===== src/design/vrrm_pkg.sv =====
// ----------------------------------------------------------------------------
// vrrm_pkg
// Shared widths, defaults and payload types of the virtual register rename map.
// ----------------------------------------------------------------------------
package vrrm_pkg;

	localparam int CLASS_W         = 2;
	localparam int NUMBER_W        = 10;
	localparam int PHYS_W          = 10;
	localparam int ENTRY_W         = PHYS_W + 1;
	// fixed point reciprocal used to reduce a number modulo REG_NUMBERS
	localparam int RECIP_SHIFT     = 20;
	localparam int RECIP_W         = 20;
	// wide enough to hold the largest REG_NUMBERS
	localparam int NMAX_W          = 17;
	localparam int DEF_REG_NUMBERS = 1024;
	localparam int DEF_REG_CLASSES = 4;
	// items that can be in flight between input transfer and result transfer
	localparam int PIPE_DEPTH      = 5;

	typedef struct packed {
		logic [CLASS_W-1:0]  reg_class;
		logic [NUMBER_W-1:0] reg_number;
	} item_t;

	typedef struct packed {
		logic [PHYS_W-1:0] phys_register;
		logic              newly_mapped;
	} result_t;

	typedef struct packed {
		logic    valid;
		result_t res;
	} lookup_t;

endpackage


===== src/design/vrrm_num_reduce.sv =====
// ----------------------------------------------------------------------------
// vrrm_num_reduce
// Three stage front end: folds the class and the virtual number into range.
// ----------------------------------------------------------------------------
module vrrm_num_reduce #(
	parameter int REG_NUMBERS = vrrm_pkg::DEF_REG_NUMBERS,
	parameter int REG_CLASSES = vrrm_pkg::DEF_REG_CLASSES,
	localparam int CLS_W = (REG_CLASSES > 2) ? $clog2(REG_CLASSES) : 1,
	localparam int NUM_W = ($clog2(REG_NUMBERS) < vrrm_pkg::NUMBER_W) ?
		$clog2(REG_NUMBERS) : vrrm_pkg::NUMBER_W
) (
	input  logic                 clk,
	input  logic                 arst_n,
	input  logic                 adv,
	input  logic                 in_take,
	input  vrrm_pkg::item_t      item,
	output logic                 req_valid,
	output logic [CLS_W-1:0]     req_cls,
	output logic [NUM_W-1:0]     req_num
);
	import vrrm_pkg::*;

	localparam int PROD_W = NUMBER_W + RECIP_W;
	localparam int QN_W   = NUMBER_W + NMAX_W;
	localparam logic [RECIP_W-1:0]   RECIP   = RECIP_W'((1 << RECIP_SHIFT) / REG_NUMBERS);
	localparam logic [NMAX_W-1:0]    NUMS    = NMAX_W'(REG_NUMBERS);
	localparam logic [CLASS_W+1:0]   CLASSES = (CLASS_W + 2)'(REG_CLASSES);

	logic [CLASS_W+1:0]  cls_red;
	logic [PROD_W-1:0]   x_ext;
	logic                valid_s1, valid_s2, valid_s3;
	logic [CLS_W-1:0]    cls_s1, cls_s2, cls_s3;
	logic [NUMBER_W-1:0] x_s1, x_s2;
	logic [PROD_W-1:0]   prod_s1;
	logic [NUMBER_W-1:0] q_s1;
	logic [QN_W-1:0]     qn_full;
	logic [NUMBER_W-1:0] qn_s2;
	logic [NUMBER_W-1:0] r_raw;
	logic [NMAX_W-1:0]   r_ext, r_fix;
	logic [NUM_W-1:0]    num_s3;

	// a two bit class needs at most three subtract steps
	always_comb begin
		cls_red = (CLASS_W + 2)'(item.reg_class);
		for (int i = 0; i < 3; i++) begin
			if (cls_red >= CLASSES) begin
				cls_red = cls_red - CLASSES;
			end
		end
	end

	assign x_ext   = PROD_W'(item.reg_number);
	// estimate of number / REG_NUMBERS, low by at most one
	assign q_s1    = prod_s1[RECIP_SHIFT +: NUMBER_W];
	assign qn_full = QN_W'(q_s1) * QN_W'(NUMS);
	assign r_raw   = x_s2 - qn_s2;
	assign r_ext   = NMAX_W'(r_raw);
	assign r_fix   = (r_ext >= NUMS) ? (r_ext - NUMS) : r_ext;

	always_ff @(posedge clk or negedge arst_n) begin
		if (!arst_n) begin
			valid_s1 <= 1'b0;
			valid_s2 <= 1'b0;
			valid_s3 <= 1'b0;
		end else if (adv) begin
			valid_s1 <= in_take;
			valid_s2 <= valid_s1;
			valid_s3 <= valid_s2;
		end
	end

	always_ff @(posedge clk) begin
		if (adv) begin
			cls_s1  <= CLS_W'(cls_red);
			x_s1    <= item.reg_number;
			prod_s1 <= x_ext * PROD_W'(RECIP);
			cls_s2  <= cls_s1;
			x_s2    <= x_s1;
			qn_s2   <= qn_full[NUMBER_W-1:0];
			cls_s3  <= cls_s2;
			num_s3  <= r_fix[NUM_W-1:0];
		end
	end

	assign req_valid = valid_s3;
	assign req_cls   = cls_s3;
	assign req_num   = num_s3;

endmodule


===== config.mk =====
export PLATFORM = sky130hd
export DESIGN_NAME = vrrm_num_reduce
export DESIGN_NICKNAME = d
export VERILOG_FILES = /design/src/design/vrrm_pkg.sv /design/src/design/vrrm_num_reduce.sv
export SDC_FILE = /design/constraint.sdc
export NUM_CORES = 1
export LEC_CHECK = 0
export ABC_AREA = 1
export BUFFER_PORTS_ARGS = -buffer_cell sky130_fd_sc_hd__buf_4
export CORE_AREA = 5 5 53 55
export CTS_BUF_LIST = sky130_fd_sc_hd__clkbuf_4 sky130_fd_sc_hd__clkbuf_8
export DETAILED_ROUTE_END_ITERATION = 8
export DIE_AREA = 0 0 58 60
export PLACE_DENSITY = 0.79
export SYNTH_ARGS = -nofsm -noshare
export SYNTH_HDL_FRONTEND = slang
export SYNTH_SLANG_ARGS = --single-unit

===== constraint.sdc =====
create_clock -name clk -period 1.09 [get_ports clk]
set_input_delay 0.109 -clock clk [delete_from_list [all_inputs] [get_ports clk]]
set_output_delay 0.109 -clock clk [all_outputs]
set_load 0.02 [all_outputs]

==> flow_summary.yaml <==
sta:
  relSlewSlack: 0.690
  fin_crit_sh: 0.913
  grt_setup_unrepaired: "no"
  final.setup_skew_ns: 0.00481
  hold_viol_final: 0
  slew_violations: 0
  period_needed_ns: 0.995
  layout_setup_ws_ns: 0.0947
  fmax_mhz: 1000
  worst_slew_pin_slew_ns: 0.465
  setup_violations: 0
  fin_setup_tns_ns: 0
synth:
  synth-main-ff-cell: "edfxtp_1"
  yosys_warnings: 0
  yosysTopAreaCellShare: 0.906
  seq_area_frac_synth: 0.969
  synth_most_common_cell: "edfxtp_1"
  yosys.cell_types.count: 4
  syn_area_sq_mm: 0.00119
  post-synth-top-area-cell: "edfxtp_1"
  syn_avg_cell_area_sq_um: 24.4
  synthTopCellsByArea: "edfxtp_1, dfrtp_1, nand2_1, inv_2"
  synth_common_cells: "edfxtp_1, nand2_1, dfrtp_1"
  synthCells: 49
  ys_ff_latch: 39
  synth-async-reset-ratio: 0.0769
  synth_edf_count: 36
  synth_fp_nets: 65
die:
  ios: 29
  dieArea_sq_mm: 0.00348
  fp.dieH_um: 60
  row_count: 18
  core_region_area_sq_mm: 0.00234
  initial_core_util: 0.510
  die_w_um: 58
critical_path:
  critPathSlowestCell: "dfrtp_1"
  critPathArrivalTime_ns: 0.89
  path_cells: "buf_4"
  critPathRequiredTime_ns: 0.98
  path_class: "flip-flop to primary output"
  crit_family: "flip-flops"
  rrSetupSlack_ns: 0.43
  crit_path_max_incr_delay_ns: 0.40
  cp-start-kind: "flip-flop"
  end_kind: "primary output"
  crit_buf_inv: 1
  path_max_fanout: 2
cells_and_area:
  fin_nets: 114
  fill_cells: 159
  drive_gt1_frac: 0.364
  area_growth_syn_to_layout_pct: 37.7
  multi_input_area_sq_um: 33.8
  instances_no_fill: 129
  register_area_sq_mm: 0.00116
  antennaDiodeCount: 0
cts:
  clockBufferDepth: 2
  clk_pin_slew_ns: 0.10
  cts_sinks: 39
  clockRootBuffer: "clkbuf_4"
  cts_buffers: 5
  cts_max_level: 2
  clock_latency_ns: 0.33
  cts_tree: "done"
place:
  dpl_worst_slack_ns: 0.206
  gp_congestion: 0.596
  io_buffers: 28
  dpl.hpwl_mm: 1.07
  place_inst: 107
power_and_ir_drop:
  leakagePower_nw: 0.649
  ir_drop_mv: 1.09
  pwr_density_cell_mw_per_mm2: 1680
global_routing:
  grt_max_degree: 41
  grt.total_usage: 0.123
  grt_remaining_overflow: 0
  grt_pass1_wl_mm: 2.84
  antenna_found_initial: 0
  grt_pass1_vias: 591
flow_run:
  max-cap-violations: 0
worst_hold_path:
  hold_path_class: "input port to asynchronous set/reset pin"
route:
  ant_nets: 0
  drt_pre_antenna_iters: 4
  wl_met3_um: 173
  avgViaCountPerCell: 4.66
  drc: 0
  drt_wl_total_mm: 1.81
  dr.first_iter.drc_count: 22
  avgRoutedWirePerCell_um: 14.0
  m1WireLength_um: 627
  wl_met2_um: 908
  top_layer: "met4"
  num_vias: 601
outcome:
  outcome: "finished, final reports clean"
cell families after synthesis:
logic type / synth area share
flip-flops: 0.969
buffers and inverters: 0.00314
AND/OR/NAND/NOR: 0.0283
layout make-up:
class                   count  share of cell area
clock inverters             1             0.00228
multi-input cells           9              0.0205
inverters                   1             0.00228
clock buffers               7              0.0358
well taps                  30              0.0228
flip-flops and latches     39               0.703
repair buffers             42               0.213
path summary, 6_finish.rpt:
path                                        from               endpoint  cells past startpoint
max                        req_valid$_DFFE_PN0P_              req_valid                      1
min reg2reg                    x_s2[7]$_DFFE_PP_   req_num[7]$_DFFE_PP_                      0
min in group clk                             adv  req_valid$_DFFE_PN0P_                      3
min                                       arst_n  req_valid$_DFFE_PN0P_                      2
max in group asynchronous                 arst_n   valid_s2$_DFFE_PN0P_                      2
max reg2reg                    x_s1[0]$_DFFE_PP_      x_s2[0]$_DFFE_PP_                      0
repair_timing:
| action | 4_1_cts | 5_1_grt |
|---|---|---|
| hold buffers | 14 | 0 |
| endpoints found under the hold margin | 16 | 0 |
| setup buffers | 0 | 0 |
| resized for setup | 0 | 0 |
| setup endpoints to repair | 0 | 0 |
power by group:
| part | internal (mW) | switching [mW] |
|---|---|---|
| sequential | 1.76 | 0.0317 |
| combinational | 0.109 | 0.102 |
| clock | 0.334 | 0.421 |
| total | 2.20 | 0.555 |
metrics by stage:
step	utilization	power, mW	hold slack (ns)	cell area (sq um)
detailed placement	0.615	2.00	-0.0985	1440
finish	0.702	2.76	0.0866	1640
CTS	0.702	2.77	0.0768	1640
floorplan	-	1.87	-0.187	1190
global route	0.702	2.89	0.0689	1640
global placement	0.615	1.98	-0.101	1440
layer usage:
| metal | vias to the layer above | global-route usage |
|---|---|---|
| met5 | - | 0 |
| met4 | 0 | 0.0960 |
| met3 | 10 | 0.0648 |
| met2 | 35 | 0.187 |
| met1 | 275 | 0.128 |
| li1 | 281 | - |
layout by cell type (no fill, tap or decap), drive strengths merged:
master,netlist,layout
buf,0,28
clkbuf,0,7
clkinv,0,1
dfrtp,3,3
dlygate4sd3,0,14
edfxtp,36,36
inv,1,1
nand2,9,9
state kept, by name, summed over array words and instances (netlist names):
| signal | flops |
|---|---|
| req_num | 10 |
| req_valid | 1 |
| req_cls | 2 |
| valid_s2 | 1 |
| x_s1 | 10 |
| x_s2 | 10 |
| cls_s2 | 2 |
| valid_s1 | 1 |
| cls_s1 | 2 |
Note: power is estimated with default switching activity, not from simulation.
